File: config.mk
export PLATFORM = sky130hd
export DESIGN_NAME = debug_port_command_sequencer
export DESIGN_NICKNAME = d
export VERILOG_FILES = /design/src/rtl/dpcs_pkg.sv /design/src/rtl/debug_port_command_sequencer.sv /design/src/rtl/dpcs_datapath.sv /design/src/rtl/dpcs_controller.sv
export VERILOG_INCLUDE_DIRS = /design/src /design/src/rtl
export SDC_FILE = /design/constraint.sdc
export NUM_CORES = 1
export LEC_CHECK = 0
export ABC_AREA = 1
export BUFFER_PORTS_ARGS = -buffer_cell sky130_fd_sc_hd__buf_2
export CAP_MARGIN = 10
export CELL_PAD_IN_SITES_DETAIL_PLACEMENT = 0
export CELL_PAD_IN_SITES_GLOBAL_PLACEMENT = 1
export CORE_ASPECT_RATIO = 0.8
export CORE_MARGIN = 3
export CORE_UTILIZATION = 43
export CTS_CLUSTER_SIZE = 16
export DETAILED_ROUTE_END_ITERATION = 16
export PLACE_DENSITY = 0.85
export SETUP_SLACK_MARGIN = 0.2
export SYNTH_ARGS = -nofsm -noshare
export SYNTH_HDL_FRONTEND = slang
export SYNTH_HIERARCHICAL = 1
export SYNTH_SLANG_ARGS = --single-unit
File: constraint.sdc
create_clock -name clock -period 4.71 [get_ports clock]
set_clock_uncertainty 0.05 [all_clocks]
set_input_delay 0.942 -clock clock [delete_from_list [all_inputs] [get_ports clock]]
set_output_delay 0.942 -clock clock [all_outputs]
set_load 0.1 [all_outputs]
File: src/rtl/debug_port_command_sequencer_assert.svh
// ---------------------------------------------------------------------------
// Debug port command sequencer: assertion macros
// Short forms for the concurrent checks written at the end of the top level.
// ---------------------------------------------------------------------------
`ifndef DEBUG_PORT_COMMAND_SEQUENCER_ASSERT_SVH
`define DEBUG_PORT_COMMAND_SEQUENCER_ASSERT_SVH

// Same-cycle implication, disabled during reset
`define DPCS_ASSERT_NOW(lbl, clk, rst, ante, cons, msg) \
   lbl: assert property (@(posedge clk) disable iff (rst) (ante) |-> (cons)) else $error(msg);

// Next-cycle implication, disabled during reset
`define DPCS_ASSERT_NEXT(lbl, clk, rst, ante, cons, msg) \
   lbl: assert property (@(posedge clk) disable iff (rst) (ante) |=> (cons)) else $error(msg);

`endif

File: src/rtl/dpcs_pkg.sv
// ---------------------------------------------------------------------------
// dpcs_pkg
// Types, codes and the transfer plan of the debug port command sequencer.
// ---------------------------------------------------------------------------
`default_nettype none

package dpcs_pkg;

   // Request codes
   localparam logic [4:0] OP_ENTER      = 5'd0;
   localparam logic [4:0] OP_LEAVE      = 5'd1;
   localparam logic [4:0] OP_ERASE      = 5'd2;
   localparam logic [4:0] OP_WRCFG      = 5'd3;
   localparam logic [4:0] OP_RDCFG      = 5'd4;
   localparam logic [4:0] OP_STATUS     = 5'd5;
   localparam logic [4:0] OP_GETPC      = 5'd6;
   localparam logic [4:0] OP_HALT       = 5'd7;
   localparam logic [4:0] OP_RESUME     = 5'd8;
   localparam logic [4:0] OP_STEP       = 5'd9;
   localparam logic [4:0] OP_CHIPID     = 5'd10;
   localparam logic [4:0] OP_DBGINSTR   = 5'd11;
   localparam logic [4:0] OP_SETPC      = 5'd12;
   localparam logic [4:0] OP_IRAM_PEEK  = 5'd13;
   localparam logic [4:0] OP_IRAM_POKE  = 5'd14;
   localparam logic [4:0] OP_XDATA_PEEK = 5'd15;
   localparam logic [4:0] OP_XDATA_POKE = 5'd16;
   localparam logic [4:0] OP_CODE_PEEK  = 5'd17;

   // Transfer kinds
   localparam logic [1:0] KIND_DRIVE  = 2'd0;
   localparam logic [1:0] KIND_SAMPLE = 2'd1;
   localparam logic [1:0] KIND_ENTRY  = 2'd2;
   localparam logic [1:0] KIND_RESET  = 2'd3;

   // Debug port command bytes
   localparam logic [7:0] CMD_ERASE    = 8'h14;
   localparam logic [7:0] CMD_WRCFG    = 8'h1D;
   localparam logic [7:0] CMD_RDCFG    = 8'h24;
   localparam logic [7:0] CMD_GETPC    = 8'h28;
   localparam logic [7:0] CMD_STATUS   = 8'h3F;
   localparam logic [7:0] CMD_HALT     = 8'h44;
   localparam logic [7:0] CMD_RESUME   = 8'h4C;
   localparam logic [7:0] CMD_DBGINSTR = 8'h54;
   localparam logic [7:0] CMD_STEP     = 8'h5C;
   localparam logic [7:0] CMD_CHIPID   = 8'h68;

   // 8051 opcodes and operands used by the memory and program counter requests
   localparam logic [7:0] I_LJMP       = 8'h02;
   localparam logic [7:0] I_MOV_A_IMM  = 8'h74;
   localparam logic [7:0] I_MOV_DIR    = 8'h75;
   localparam logic [7:0] I_MOV_DPTR   = 8'h90;
   localparam logic [7:0] I_MOVC_A     = 8'h93;
   localparam logic [7:0] I_MOVX_A_RD  = 8'hE0;
   localparam logic [7:0] I_CLR_A      = 8'hE4;
   localparam logic [7:0] I_MOV_A_DIR  = 8'hE5;
   localparam logic [7:0] I_MOVX_A_WR  = 8'hF0;
   localparam logic [7:0] SFR_MEMCTR   = 8'hC7;
   localparam logic [7:0] HI_MASK      = 8'h7F;

   typedef struct packed {
      logic [4:0]  op;
      logic [16:0] address;
      logic [7:0]  data_a;
      logic [7:0]  data_b;
      logic [7:0]  data_c;
      logic [1:0]  instr_len;
   } req_type;

   typedef struct packed {
      logic [1:0] kind;
      logic [7:0] wire_byte;
      logic       reply_kept;
      logic       last;
   } rsp_type;

   // Controller to datapath
   typedef struct packed {
      logic load;
      logic issue;
   } ctl_cmd_type;

   // Datapath to controller
   typedef struct packed {
      logic op_known;
      logic slot_free;
      logic plan_last;
   } ctl_status_type;

   typedef enum logic {
      ST_IDLE,
      ST_RUN
   } seq_state_type;

   // One transfer of a debug instruction: command byte, len bytes, one sample
   function automatic rsp_type dbg_xfer(input logic [1:0] len, input logic [7:0] a,
                                        input logic [7:0] b, input logic [7:0] c,
                                        input logic kept, input logic [4:0] pos,
                                        input logic fin);
      rsp_type    x;
      logic [4:0] len_w;
      len_w = {3'b000, len};
      x = '0;
      priority if (pos == 5'd0) begin
         x.kind      = KIND_DRIVE;
         x.wire_byte = CMD_DBGINSTR + {6'b000000, len};
      end else if (pos <= len_w) begin
         x.kind = KIND_DRIVE;
         priority if (pos == 5'd1) begin
            x.wire_byte = a;
         end else if (pos == 5'd2) begin
            x.wire_byte = b;
         end else begin
            x.wire_byte = c;
         end
      end else begin
         x.kind       = KIND_SAMPLE;
         x.reply_kept = kept;
         x.last       = fin;
      end
      return x;
   endfunction

   // One transfer of a simple command: command byte then kept samples
   function automatic rsp_type cmd_xfer(input logic [7:0] code, input logic [1:0] replies,
                                        input logic [4:0] pos);
      rsp_type x;
      x = '0;
      if (pos == 5'd0) begin
         x.kind      = KIND_DRIVE;
         x.wire_byte = code;
      end else begin
         x.kind       = KIND_SAMPLE;
         x.reply_kept = 1'b1;
         x.last       = (pos == {3'b000, replies});
      end
      return x;
   endfunction

   // Transfer number idx of the run that carries request r
   function automatic rsp_type plan_xfer(input req_type r, input logic [4:0] idx);
      rsp_type    x;
      logic [7:0] hi;
      logic [7:0] lo;
      logic [7:0] bank_sel;
      hi       = r.address[15:8];
      lo       = r.address[7:0];
      bank_sel = {2'b00, r.address[16:15], 4'b0001};
      x        = '0;
      unique case (r.op)
         OP_ENTER: begin
            x.kind = KIND_ENTRY;
            x.last = 1'b1;
         end
         OP_LEAVE: begin
            x.kind = KIND_RESET;
            x.last = 1'b1;
         end
         OP_ERASE:  x = cmd_xfer(CMD_ERASE, 2'd1, idx);
         OP_RDCFG:  x = cmd_xfer(CMD_RDCFG, 2'd1, idx);
         OP_STATUS: x = cmd_xfer(CMD_STATUS, 2'd1, idx);
         OP_GETPC:  x = cmd_xfer(CMD_GETPC, 2'd2, idx);
         OP_HALT:   x = cmd_xfer(CMD_HALT, 2'd1, idx);
         OP_RESUME: x = cmd_xfer(CMD_RESUME, 2'd1, idx);
         OP_STEP:   x = cmd_xfer(CMD_STEP, 2'd1, idx);
         OP_CHIPID: x = cmd_xfer(CMD_CHIPID, 2'd2, idx);
         OP_WRCFG: begin
            priority if (idx == 5'd0) begin
               x.kind      = KIND_DRIVE;
               x.wire_byte = CMD_WRCFG;
            end else if (idx == 5'd1) begin
               x.kind      = KIND_DRIVE;
               x.wire_byte = r.data_a;
            end else begin
               x.kind       = KIND_SAMPLE;
               x.reply_kept = 1'b1;
               x.last       = 1'b1;
            end
         end
         OP_DBGINSTR:
            x = dbg_xfer(r.instr_len, r.data_a, r.data_b, r.data_c, 1'b1, idx, 1'b1);
         OP_SETPC:
            x = dbg_xfer(2'd3, I_LJMP, hi, lo, 1'b0, idx, 1'b1);
         OP_IRAM_PEEK: begin
            if (idx < 5'd4) x = dbg_xfer(2'd2, I_CLR_A, 8'h00, 8'h00, 1'b0, idx, 1'b0);
            else x = dbg_xfer(2'd3, I_MOV_A_DIR, lo, 8'h00, 1'b1, idx - 5'd4, 1'b1);
         end
         OP_IRAM_POKE: begin
            if (idx < 5'd4) x = dbg_xfer(2'd2, I_CLR_A, 8'h00, 8'h00, 1'b0, idx, 1'b0);
            else x = dbg_xfer(2'd3, I_MOV_DIR, lo, r.data_a, 1'b0, idx - 5'd4, 1'b1);
         end
         OP_XDATA_PEEK: begin
            if (idx < 5'd5) x = dbg_xfer(2'd3, I_MOV_DPTR, hi, lo, 1'b0, idx, 1'b0);
            else x = dbg_xfer(2'd3, I_MOVX_A_RD, 8'h00, 8'h00, 1'b1, idx - 5'd5, 1'b1);
         end
         OP_XDATA_POKE: begin
            priority if (idx < 5'd5) begin
               x = dbg_xfer(2'd3, I_MOV_DPTR, hi, lo, 1'b0, idx, 1'b0);
            end else if (idx < 5'd9) begin
               x = dbg_xfer(2'd2, I_MOV_A_IMM, r.data_a, 8'h00, 1'b0, idx - 5'd5, 1'b0);
            end else begin
               x = dbg_xfer(2'd1, I_MOVX_A_WR, 8'h00, 8'h00, 1'b0, idx - 5'd9, 1'b1);
            end
         end
         OP_CODE_PEEK: begin
            priority if (idx < 5'd5) begin
               x = dbg_xfer(2'd3, I_MOV_DIR, SFR_MEMCTR, bank_sel, 1'b0, idx, 1'b0);
            end else if (idx < 5'd10) begin
               x = dbg_xfer(2'd3, I_MOV_DPTR, hi & HI_MASK, lo, 1'b0, idx - 5'd5, 1'b0);
            end else if (idx < 5'd14) begin
               x = dbg_xfer(2'd2, I_CLR_A, 8'h00, 8'h00, 1'b0, idx - 5'd10, 1'b0);
            end else begin
               x = dbg_xfer(2'd3, I_MOVC_A, 8'h00, 8'h00, 1'b1, idx - 5'd14, 1'b1);
            end
         end
         default: x = '0;
      endcase
      return x;
   endfunction

endpackage

`default_nettype wire

File: src/rtl/debug_port_command_sequencer.sv
// ---------------------------------------------------------------------------
// debug_port_command_sequencer
// Turns one host debug request into the run of two-wire debug port transfers.
// ---------------------------------------------------------------------------
// A request is taken when the block is idle and comes out as one transfer
// per rsp_ handshake, the last one flagged. The request is first captured,
// then the step counter of the sequencer gives one transfer per cycle while
// the result slot is free, so the banked code peek gives 19 transfers. An
// unknown request code is dropped in the cycle it arrives and gives no
// transfers. The last transfer may still wait in the result register while
// the next request is taken.
`default_nettype none

`include "debug_port_command_sequencer_assert.svh"

module debug_port_command_sequencer (
   input  wire logic               clock,
   input  wire logic               reset,
   input  wire logic               req_valid,
   output logic                    req_stall,
   input  wire dpcs_pkg::req_type  req_data,
   output logic                    rsp_valid,
   input  wire logic               rsp_stall,
   output dpcs_pkg::rsp_type       rsp_data
);

   dpcs_pkg::ctl_cmd_type    cmd;
   dpcs_pkg::ctl_status_type status;

   dpcs_controller u_controller (
      .clock     (clock),
      .reset     (reset),
      .req_valid (req_valid),
      .req_stall (req_stall),
      .status    (status),
      .cmd       (cmd)
   );

   dpcs_datapath u_datapath (
      .clock     (clock),
      .reset     (reset),
      .req_data  (req_data),
      .cmd       (cmd),
      .status    (status),
      .rsp_valid (rsp_valid),
      .rsp_stall (rsp_stall),
      .rsp_data  (rsp_data)
   );

   // A transfer only goes into a free result slot
   `DPCS_ASSERT_NOW(a_issue_free, clock, reset, cmd.issue, status.slot_free, "issue into full slot")
   // A captured request blocks the next one
   `DPCS_ASSERT_NEXT(a_load_busy, clock, reset, cmd.load, req_stall, "request taken while busy")
   // The last transfer returns the sequencer to idle
   `DPCS_ASSERT_NEXT(a_last_idle, clock, reset, cmd.issue && status.plan_last, !req_stall, "no idle after last")
   // An issued transfer shows up in the result register
   `DPCS_ASSERT_NEXT(a_issue_out, clock, reset, cmd.issue, rsp_valid, "issued transfer missing")

endmodule

`default_nettype wire

File: src/rtl/dpcs_datapath.sv
// ---------------------------------------------------------------------------
// dpcs_datapath
// Request register, transfer counter, plan lookup and the result register.
// ---------------------------------------------------------------------------
`default_nettype none

module dpcs_datapath (
   input  wire logic                      clock,
   input  wire logic                      reset,
   input  wire dpcs_pkg::req_type         req_data,
   input  wire dpcs_pkg::ctl_cmd_type     cmd,
   output dpcs_pkg::ctl_status_type       status,
   output logic                           rsp_valid,
   input  wire logic                      rsp_stall,
   output dpcs_pkg::rsp_type              rsp_data
);

   dpcs_pkg::req_type req_ff;
   dpcs_pkg::req_type req_in;
   logic [4:0]        step_ff;
   logic [4:0]        step_in;
   logic              rsp_valid_ff;
   logic              rsp_valid_in;
   dpcs_pkg::rsp_type rsp_ff;
   dpcs_pkg::rsp_type rsp_in;
   dpcs_pkg::rsp_type plan;

   // Look up the current transfer of the held request
   always_comb begin
      plan = dpcs_pkg::plan_xfer(req_ff, step_ff);
   end

   // Report to the controller
   always_comb begin
      status.op_known  = (req_data.op <= dpcs_pkg::OP_CODE_PEEK);
      status.slot_free = !rsp_valid_ff || !rsp_stall;
      status.plan_last = plan.last;
   end

   // Capture request, advance the transfer counter, load the result slot
   always_comb begin
      req_in       = cmd.load ? req_data : req_ff;
      step_in      = step_ff;
      rsp_in       = rsp_ff;
      rsp_valid_in = rsp_valid_ff && rsp_stall;
      if (cmd.load) begin
         step_in = 5'd0;
      end else if (cmd.issue) begin
         step_in = step_ff + 5'd1;
      end
      if (cmd.issue) begin
         rsp_in       = plan;
         rsp_valid_in = 1'b1;
      end
   end

   always_ff @(posedge clock) begin
      if (reset) begin
         step_ff      <= 5'd0;
         rsp_valid_ff <= 1'b0;
      end else begin
         step_ff      <= step_in;
         rsp_valid_ff <= rsp_valid_in;
      end
   end

   // Payload holds without reset
   always_ff @(posedge clock) begin
      req_ff <= req_in;
      rsp_ff <= rsp_in;
   end

   assign rsp_valid = rsp_valid_ff;
   assign rsp_data  = rsp_ff;

endmodule

`default_nettype wire

File: src/rtl/dpcs_controller.sv
// ---------------------------------------------------------------------------
// dpcs_controller
// State machine that takes a request and steps the datapath through its run.
// ---------------------------------------------------------------------------
`default_nettype none

module dpcs_controller (
   input  wire logic                      clock,
   input  wire logic                      reset,
   input  wire logic                      req_valid,
   output logic                           req_stall,
   input  wire dpcs_pkg::ctl_status_type  status,
   output dpcs_pkg::ctl_cmd_type          cmd
);

   dpcs_pkg::seq_state_type state_ff;
   dpcs_pkg::seq_state_type state_in;

   // Hold state
   always_ff @(posedge clock) begin
      if (reset) begin
         state_ff <= dpcs_pkg::ST_IDLE;
      end else begin
         state_ff <= state_in;
      end
   end

   // Pick next state and drive datapath commands
   always_comb begin
      state_in  = state_ff;
      cmd       = '0;
      req_stall = 1'b1;
      unique case (state_ff)
         dpcs_pkg::ST_IDLE: begin
            req_stall = 1'b0;
            // drop unknown requests, start a run for the rest
            if (req_valid && status.op_known) begin
               cmd.load = 1'b1;
               state_in = dpcs_pkg::ST_RUN;
            end
         end
         dpcs_pkg::ST_RUN: begin
            if (status.slot_free) begin
               cmd.issue = 1'b1;
               if (status.plan_last) begin
                  state_in = dpcs_pkg::ST_IDLE;
               end
            end
         end
         default: state_in = dpcs_pkg::ST_IDLE;
      endcase
   end

endmodule

`default_nettype wire

Yosys cells after proc, flatten, opt, wreduce, memory -nomap -nowiden:

Cells that the tools add are included.

* register bits: 67
* bits in latches: 0
* memory bits (writable): 0
* memory bits (read-only): 0
* bits of input ports: 52
* output and inout port bits: 14
* memories: 0

* add/subtract/negate cells: 7
* multipliers: 0
* div/mod/pow operators: 0
* order comparisons: 15
* equal/unequal tests: 26
* shifts and indexed selects: 0
* multiplexer cells: 102
* bitwise operators: 1
* reductions and logical operators: 17

Operators with widths (number)
* 8-bit 2-to-1 mux: 34
* 9-bit one-hot mux with 16 select lines: 1
* 12-bit 2-to-1 mux: 8
* 10-bit 2-to-1 mux: 8
* 9-bit 2-to-1 mux: 6
* 5-bit by 4-bit equality test with 1-bit output (second input constant): 8
* 5-bit by 1-bit equality test with 1-bit output (second input constant): 7
* 5-bit by 2-bit <= comparator with 1-bit output (second input constant): 7
* 5-bit logical NOT: 7
* 2-bit 2-to-1 mux: 14
* 7-bit 2-to-1 mux: 4
* 5-bit by 2-bit equality test with 1-bit output (second input constant): 5
* 2-bit one-hot mux with 11 select lines: 1
* 5-bit by 3-bit equality test with 1-bit output (second input constant): 4
* 1-bit 2-to-1 mux: 20
* 6-bit 2-to-1 mux: 3
* 5-bit by 4-bit < comparator with 1-bit output (second input constant): 3
* 5-bit by 4-bit subtractor with 5-bit output (second input constant): 3
* 1-bit one-hot mux with 11 select lines: 1
* 5-bit equality test (second input constant): 2
* 5-bit by 3-bit < comparator with 1-bit output (second input constant): 2
* 5-bit by 3-bit subtractor with 5-bit output (second input constant): 2
* 7-bit by 2-bit adder with 8-bit output (first input constant): 1
* 8-bit OR reduction: 1
* other kinds (12): 16

Logic depth before layout (Yosys ltp):

Gate-level depths: netlist (run 1).

* depth after elaboration: 12
* depth in mapped cells: 18

Modules after synthesis:

The synthesis (run 1) kept the hierarchy.

Modules (own cells, without submodules)
* dpcs_datapath: times used 1, cells an instance 751, area each 5363.9 sq um, sequential area each 1921.8 sq um
* dpcs_controller: times used 1, cells an instance 10, area each 56.3 sq um, sequential area each 20.0 sq um

Worst setup path after synthesis (run 1):

No wires, ideal clock.

* path type: input-to-reg
* start: in req_data[44] in the netlist's numbering
* end: reg u_datapath.step_ff[4]
* setup time: 115 ps
* arrival: 3877 ps
* setup slack: 668 ps
* stages on the path: 6
* buffers on the path: 0
* cells stage by stage: o31ai_1 > nand2_1 > nor2_1 > or2_2 > a21oi_1 > o21a_1

RTL lines
* from (decl): RTL line debug_port_command_sequencer.sv:21 `input wire dpcs_pkg::req_type req_data,`
* to (signal assigned): RTL line dpcs_datapath.sv:62 `step_ff <= step_in;`
* to (decl): RTL line dpcs_datapath.sv:20 `logic [4:0] step_ff;`

==> flow_summary_export.csv, run 1 <==
group,metric,value,unit
final_layout,fin_util,50.7,%
route,drt_first_pass_iters,6,
global_route,grt_pass1_wl,28300,µm
final_layout,fin_area,6210,µm²
cts,cts-root-buf,"clkbuf_16",
floorplan,core_area,12300,µm²
global_route,grt_max_degree,42,
synthesis,ys.flop_type,"edfxtp_1",
placement,placed_area,5870,µm²
placement,place_inst,985,
final_layout,nets,897,
cts,cts_hold_buf,0,
floorplan,die_h,106,µm
synthesis,syn_nets,833,
sta,setup_tns,0,ns
synthesis,synth_area_leaders,"edfxtp_1 33%, nand2_1 16%, nand3_1 8.0%",
cts,cts_tree,"done",
route,drt_iter0_markers,644,
synthesis,synth-edff-count,60,
sta,fmax,308,MHz
synthesis,synth.lib_cells_used.distinct,45,
floorplan,initial_core_util,44.2,%
pwr,p_leak,0.00284,µW
cts,cts_resized,0,
synthesis,yosys_warnings,6,
cts,clk_pin_slew_worst_paths,0.07,ns
route,post-route-drc-count,0,
sta,rsz0062_at_grt,"false",
floorplan,die_width,132,µm
setup_path,cp.required,4.75,ns
final_layout,antenna_cells,0,
setup_path,crit_type,"flop to flop",
sta,maxSlewViolCount,0,
setup_path,worst_ep_arrival_time,3.29,ns
sta,tightest_slew,1.08,ns
cts,cts_setup_buffers,0,
synthesis,synth_cells,761,
synthesis,synthArstFlopShare,0,%
flow_run,cap_violations,0,
cts,cts_max_path_buffers,2,
synthesis,synth-adder-area-share,4.62,%
final_layout,final_cell_count_no_fill,1001,
synthesis,synth-xor-area-share,0.323,%
sta,fin_ws,1.46,ns
synthesis,seq_area_frac_synth,35.8,%
setup_path,crit_path_start,"u_datapath/step_ff[1]",
setup_path,critPathSlowestCell,"nor2_2",
setup_path,r2r-start,"u_datapath/step_ff[1]",
min_path,min_from,"u_datapath/step_ff[0]",
pwr,p_per_area,285,nW/µm²
sta,hold_viol_final,0,
final_layout,area_delta_synth_final,14.5,%
placement,hpwlAfterDp,14600,µm
cts,htree_levels,3,
global_route,grt_pass1_vias,5187,
synthesis,synth_top_family_by_area,"simple AND/OR/NAND/NOR gates",
setup_path,path_delay_family,"simple AND/OR/NAND/NOR gates",
setup_path,cp_common_cell,"nand2_1",
placement,pre_cts_ws,1.35,ns
cts,cts_sinks,67,
final_layout,drive_gt1_share,18.4,%
placement,io_buffers,65,
setup_path,slowest_delay,0.56,ns
sta,finalCritPeriodShare,68.9,%
setup_path,crit_fanout,13,
sta,setup-violations-final,0,
cts,cts_made_buffers,9,
floorplan,design.die.area,14000,µm²
synthesis,netlist_area,5420,µm²
global_route,grt_overflow,0,
synthesis,yosys.area.top_type_share,33.2,%
global_route,grt_usage,26.4,%
floorplan,row_count,36,
sta,timing.slew.headroom,28.0,%
synthesis,synth_compound_area_share,10.8,%
setup_path,cp-start-kind,"flop",
route,vias,5533,
setup_path,worstSetupEndpointType,"flop",
outcome,status,"completed",
synthesis,synthMuxAreaShare,0,%
global_route,antenna_found_initial,1,
route,ant_nets,0,
synthesis,yosysTopAreaCell,"edfxtp_1",
min_path,hp-class,"flop to flop",
setup_path,path_buf_inv,2,
route,wl_per_cell,18.3,µm
pwr,ir_worst_vdd,255,µV
synthesis,synth-simple-area-share,40.3,%
sta,period_minus_slack,3.25,ns
route,drt_wl_total,18300,µm
placement,gp_congestion,1.05,
synthesis,synth-seq-cells,67,
synthesis,avgSynthCellArea,7.12,µm²
setup_path,crit_chain,"inv_1, ha_1, inv_1, nor2_2, nor2_2, nand2_1, nand3_1, nand2_1, o21ai_0, nand2_1, nand4_1, nor2_1, nand2_1",
cts,clk_latency,0.35,ns
floorplan,io_pins,66,
route,viasPerCell,5.53,
==> Yosys cell counts, types with 4 or more instances <==
library cell    n
nand2_1       237
nand3_1        87
nor2_1         83
inv_1          71
edfxtp_1       60
a21oi_1        32
o21ai_0        29
ha_1           20
o21ai_1        15
nor2_2         13
inv_2          12
nand2_2        10
nand2_4         9
dfxtp_1         7
buf_4           6
nand3b_1        6
nor3_1          6
buf_2           5
nand4_1         5
nor2_4          5
a21oi_2         4
buf_6           4
==> through the flow <==
stage	hold slack, ns	total power (µW)
floorplan	0.555	924
global placement	0.566	1010
detailed placement	0.579	1010
CTS	0.590	1780
global route	0.631	1840
finish	0.605	1770
==> final cells by class <==
cell class | instances | area [µm²]
Clock buffer | 9 | 225
Clock inverter | 7 | 106
Fill cell | 1213 | 6050
Inverter | 85 | 324
Multi-Input combinational cell | 594 | 3050
Sequential cell | 67 | 1940
Tap cell | 171 | 214
Timing Repair Buffer | 68 | 348
==> per-layer routing <==
| layer | routed length (µm) | vias up | GRT usage, % |
|---|---|---|---|
| met5 | 0 | - | 0 |
| met4 | 353 | 0 | 7.42 |
| met3 | 2380 | 34 | 9.27 |
| met2 | 7330 | 310 | 37.1 |
| met1 | 8230 | 2555 | 38.2 |
| li1 | - | 2634 | - |
==> final timing paths <==
kind                                  to  slack (ns)  depth (start not counted)
setup / recovery  u_datapath/rsp_data[3]        1.46                         13
hold / removal     u_datapath/step_ff[0]        0.60                          2
setup reg to reg  u_datapath/rsp_data[3]        1.46                         13
hold reg to reg    u_datapath/step_ff[0]        0.60                          2
==> cell families after synthesis <==
| logic type | after synthesis |
|---|---|
| AOI/OAI and AO/OA | 100 |
| xor gates and xnor gates | 2 |
| buffers and inverters | 100 |
| and+or+nand+nor | 472 |
| DFF | 67 |
| adders and majority gates | 20 |
==> power by group <==
group	internal, µW	switching, µW
Clock	474	286
Sequential	686	25.0
Combinational	76.7	222
Total	1240	533
==> tightest hold or removal path: stages (launching register included) <==
cell	delay (ns)
dfxtp_1	0.43
nand2_1	0.12
a21oi_1	0.06
==> registers in the layout, indices dropped and copies added (netlist names) <==
signal                 count
u_datapath/rsp_data       12
u_controller/state_ff      1
u_datapath/rsp_valid       1
u_datapath/step_ff         5
u_datapath/req_ff         48
==> placed cells by master (no fill, tap or decap), drive strengths merged <==
| cell | n |
|---|---|
| ha | 20 |
| a31oi | 1 |
| a21boi | 2 |
| nor2 | 103 |
| clkinv | 1 |
| o311ai | 1 |
| o211ai | 3 |
| o21ai | 44 |
| nand3 | 91 |
| nand3b | 7 |
| nand4 | 5 |
| inv | 89 |
| buf | 68 |
| edfxtp | 60 |
| nor3 | 8 |
| and2 | 1 |
| dfxtp | 7 |
| o21a | 2 |
| a211oi | 2 |
| o22ai | 2 |
| a21oi | 38 |
| nand2 | 256 |
| o2111ai | 2 |
| clkbuf | 9 |
| o31ai | 1 |
| xnor2 | 1 |
| xor2 | 1 |
| a22oi | 2 |
| or2 | 1 |
| bufinv | 2 |
No activity file was read; power rests on OpenSTA's default activity.
==> run 2: changes to the inputs <==
--- a/config.mk
+++ b/config.mk
@@ -6,14 +6,14 @@
 export SDC_FILE = /design/constraint.sdc
 export NUM_CORES = 1
 export LEC_CHECK = 0
-export ABC_AREA = 1
+export ABC_AREA = 0
 export BUFFER_PORTS_ARGS = -buffer_cell sky130_fd_sc_hd__buf_2
 export CAP_MARGIN = 10
 export CELL_PAD_IN_SITES_DETAIL_PLACEMENT = 0
 export CELL_PAD_IN_SITES_GLOBAL_PLACEMENT = 1
 export CORE_ASPECT_RATIO = 0.8
 export CORE_MARGIN = 3
-export CORE_UTILIZATION = 43
+export CORE_UTILIZATION = 45
 export CTS_CLUSTER_SIZE = 16
 export DETAILED_ROUTE_END_ITERATION = 16
 export PLACE_DENSITY = 0.85
==> constraint.sdc (replaced) <==
create_clock -name clock -period 3.33 [get_ports clock]
set_clock_uncertainty 0.05 [all_clocks]
set_input_delay 0.666 -clock clock [delete_from_list [all_inputs] [get_ports clock]]
set_output_delay 0.666 -clock clock [all_outputs]
set_load 0.1 [all_outputs]
==> run 2 against run 1 <==
Effect of this change: wire length rose by 19%; critical path depth fell by 4; synthesized area fell by 3.6%; global-route usage rose by 6.7 points; largest power group is now sequential cells; combinational power rose by 55%; first-iteration DRC count rose by 61%; sequential share of layout area fell by 0.83 points; clock power rose by 33%.
==> flow_summary_export.csv, run 2 <==
group,metric,value,unit
setup_path,worst_ep_arrival_time,3.29,ns
floorplan,die_h,102,µm
setup_path,reg2reg_depth,9,
pwr,ir_worst_vdd,493,µV
route,drt_first_pass_iters,5,
synthesis,synthArstFlopShare,0,%
final_layout,final_common_cell,"buf_2",
sta,tightest_slew,0.922,ns
setup_path,worstSetupEndpointType,"flop",
floorplan,die_width,126,µm
floorplan,initial_core_util,47.0,%
sta,fmax,316,MHz
cts,cts_setup_buffers,0,
floorplan,row_count,34,
cts,cts_resized,0,
placement,gp_congestion,1.04,
cts,htree_levels,3,
setup_path,crit_chain,"buf_4, ha_1, a21oi_1, a2111oi_0, a21oi_1, o21ai_0, o211ai_1, a21oi_1, nand4bb_1",
setup_path,cp.required,3.45,ns
sta,setup_tns,0,ns
placement,io_buffers,65,
synthesis,yosys_warnings,6,
cts,cts_made_buffers,9,
floorplan,design.die.area,12900,µm²
route,top_layer_used,"met4",
pwr,p_leak,0.00244,µW
placement,hpwlAfterDp,16700,µm
route,ant_nets,0,
final_layout,antenna_cells,0,
setup_path,crit_type,"flop to flop",
sta,rsz0062_at_grt,"true",
synthesis,synth.lib_cells_used.distinct,78,
route,drt_iter0_markers,1035,
pwr,power,2480,µW
synthesis,synthTopCellsByCount,"60 x edfxtp_1, 58 x nand2_1, 52 x a21oi_1",
floorplan,core_area,11100,µm²
synthesis,avgSynthCellArea,8.71,µm²
cts,cts-root-buf,"clkbuf_16",
global_route,grt_pass1_wl,32000,µm
min_path,hp-class,"primary input to flop",
route,viasPerCell,6.82,
synthesis,synth-seq-cells,67,
setup_path,critPathSlowestCell,"a2111oi_0",
synthesis,netlist_area,5220,µm²
final_layout,nets,766,
route,wl_met2,8750,µm
final_layout,mostFrequentLayoutCells,"65 x buf_2, 60 x edfxtp_1, 57 x nand2_1, 57 x buf_4, 51 x a21oi_1",
sta,period_minus_slack,3.16,ns
setup_path,cp-start-kind,"flop",
synthesis,syn_nets,672,
synthesis,synth_cells,600,
synthesis,synth_area_leaders,"edfxtp_1 34%, a21oi_1 5.0%, ha_1 4.8%",
sta,setup-violations-final,0,
route,drt_wl_total,21800,µm
synthesis,ys.flop_type,"edfxtp_1",
final_layout,drive_gt1_share,24.7,%
final_layout,area_delta_synth_final,22.1,%
setup_path,cp_common_cell,"a21oi_1",
outcome,status,"completed",
setup_path,crit_fanout,15,
cts,cts_tree,"done",
route,met1_length,9160,µm
cts,cts_hold_buf,0,
sta,timing.slew.headroom,37.0,%
route,met3WireLength,3020,µm
global_route,antenna_found_initial,0,
sta,hold_viol_final,0,
final_layout,fin_util,57.5,%
flow_run,cap_violations,0,
synthesis,seq_area_frac_synth,37.2,%
synthesis,yosys.area.top_type_share,34.5,%
cts,clk_pin_slew_worst_paths,0.06,ns
synthesis,synth-edff-count,60,
setup_path,slowest_delay,0.82,ns
sta,maxSlewViolCount,0,
final_layout,largest_reg_flops,48,
route,vias,5752,
pwr,p_per_area,389,nW/µm²
route,post-route-drc-count,0,
global_route,grt_overflow,0,
route,wl_per_cell,25.9,µm
sta,finalCritPeriodShare,95.0,%
cts,clk_latency,0.34,ns
cts,cts_max_path_buffers,2,
global_route,grt_pass1_vias,5220,
floorplan,io_pins,66,
min_path,hold_depth,1,
global_route,grt_usage,33.1,%
cts,cts_sinks,67,
global_route,grt_max_degree,54,
synthesis,synth.most_common_cell,"edfxtp_1",
final_layout,regMostFlops,"u_datapath/req_ff",
synthesis,yosysTopAreaCell,"edfxtp_1",
==> run 2: cells by family after synthesis <==
group / synth area share [%]
adders and majority gates: 4.79
DFF: 37.2
and+or+nand+nor: 21.1
buffers and inverters: 4.93
AOI/OAI and AO/OA: 27.6
muxes: 2.16
xor gates and xnor gates: 2.18
==> run 2: critical path: cells and delay by family, from the launching register on <==
family                     cells  cell delay, ns
and+or+nand+nor                1            0.18
AOI/OAI and AO/OA              6            1.86
DFF                            1            0.33
buffers and inverters          1            0.22
adders and majority gates      1            0.35
==> run 2: per-stage QoR <==
stage,hold slack (ns),cell area [µm²],instances,setup slack (ns)
floorplan,0.527,5230,600,0.238
global placement,0.453,6010,827,0.245
detailed placement,0.506,6010,827,0.257
CTS,0.443,6330,843,0.249
global route,0.443,6380,843,0.152
finish,0.453,6380,843,0.167
==> run 2: worst paths after layout <==
path         slack [ns]                  start                     end
max                0.17  u_datapath/step_ff[2]  u_datapath/rsp_data[6]
min                0.45           req_data[39]   u_datapath/req_ff[39]
max reg2reg        0.17  u_datapath/step_ff[2]  u_datapath/rsp_data[6]
min reg2reg        0.53   u_datapath/rsp_valid    u_datapath/rsp_valid
==> run 2: final cells by class <==
class	instances	area [µm²]
flip-flops and latches	67	1940
repair buffers	124	793
clock inverters	3	25.0
multi-input cells	476	3090
fillers	984	4720
inverters	16	60.1
well taps	144	180
clock buffers	13	293
==> run 2: report_power, final <==
group	switching [µW]	internal, µW	total [µW]
Sequential	38.0	970	1010
Clock	390	620	1010
Combinational	320	144	464
Total	748	1730	2480
==> run 2: layer usage <==
metal	GRT usage, %	vias to the layer above
li1	-	2504
met1	46.8	2690
met2	46.7	477
met3	11.4	81
met4	12.4	0
met5	0	-
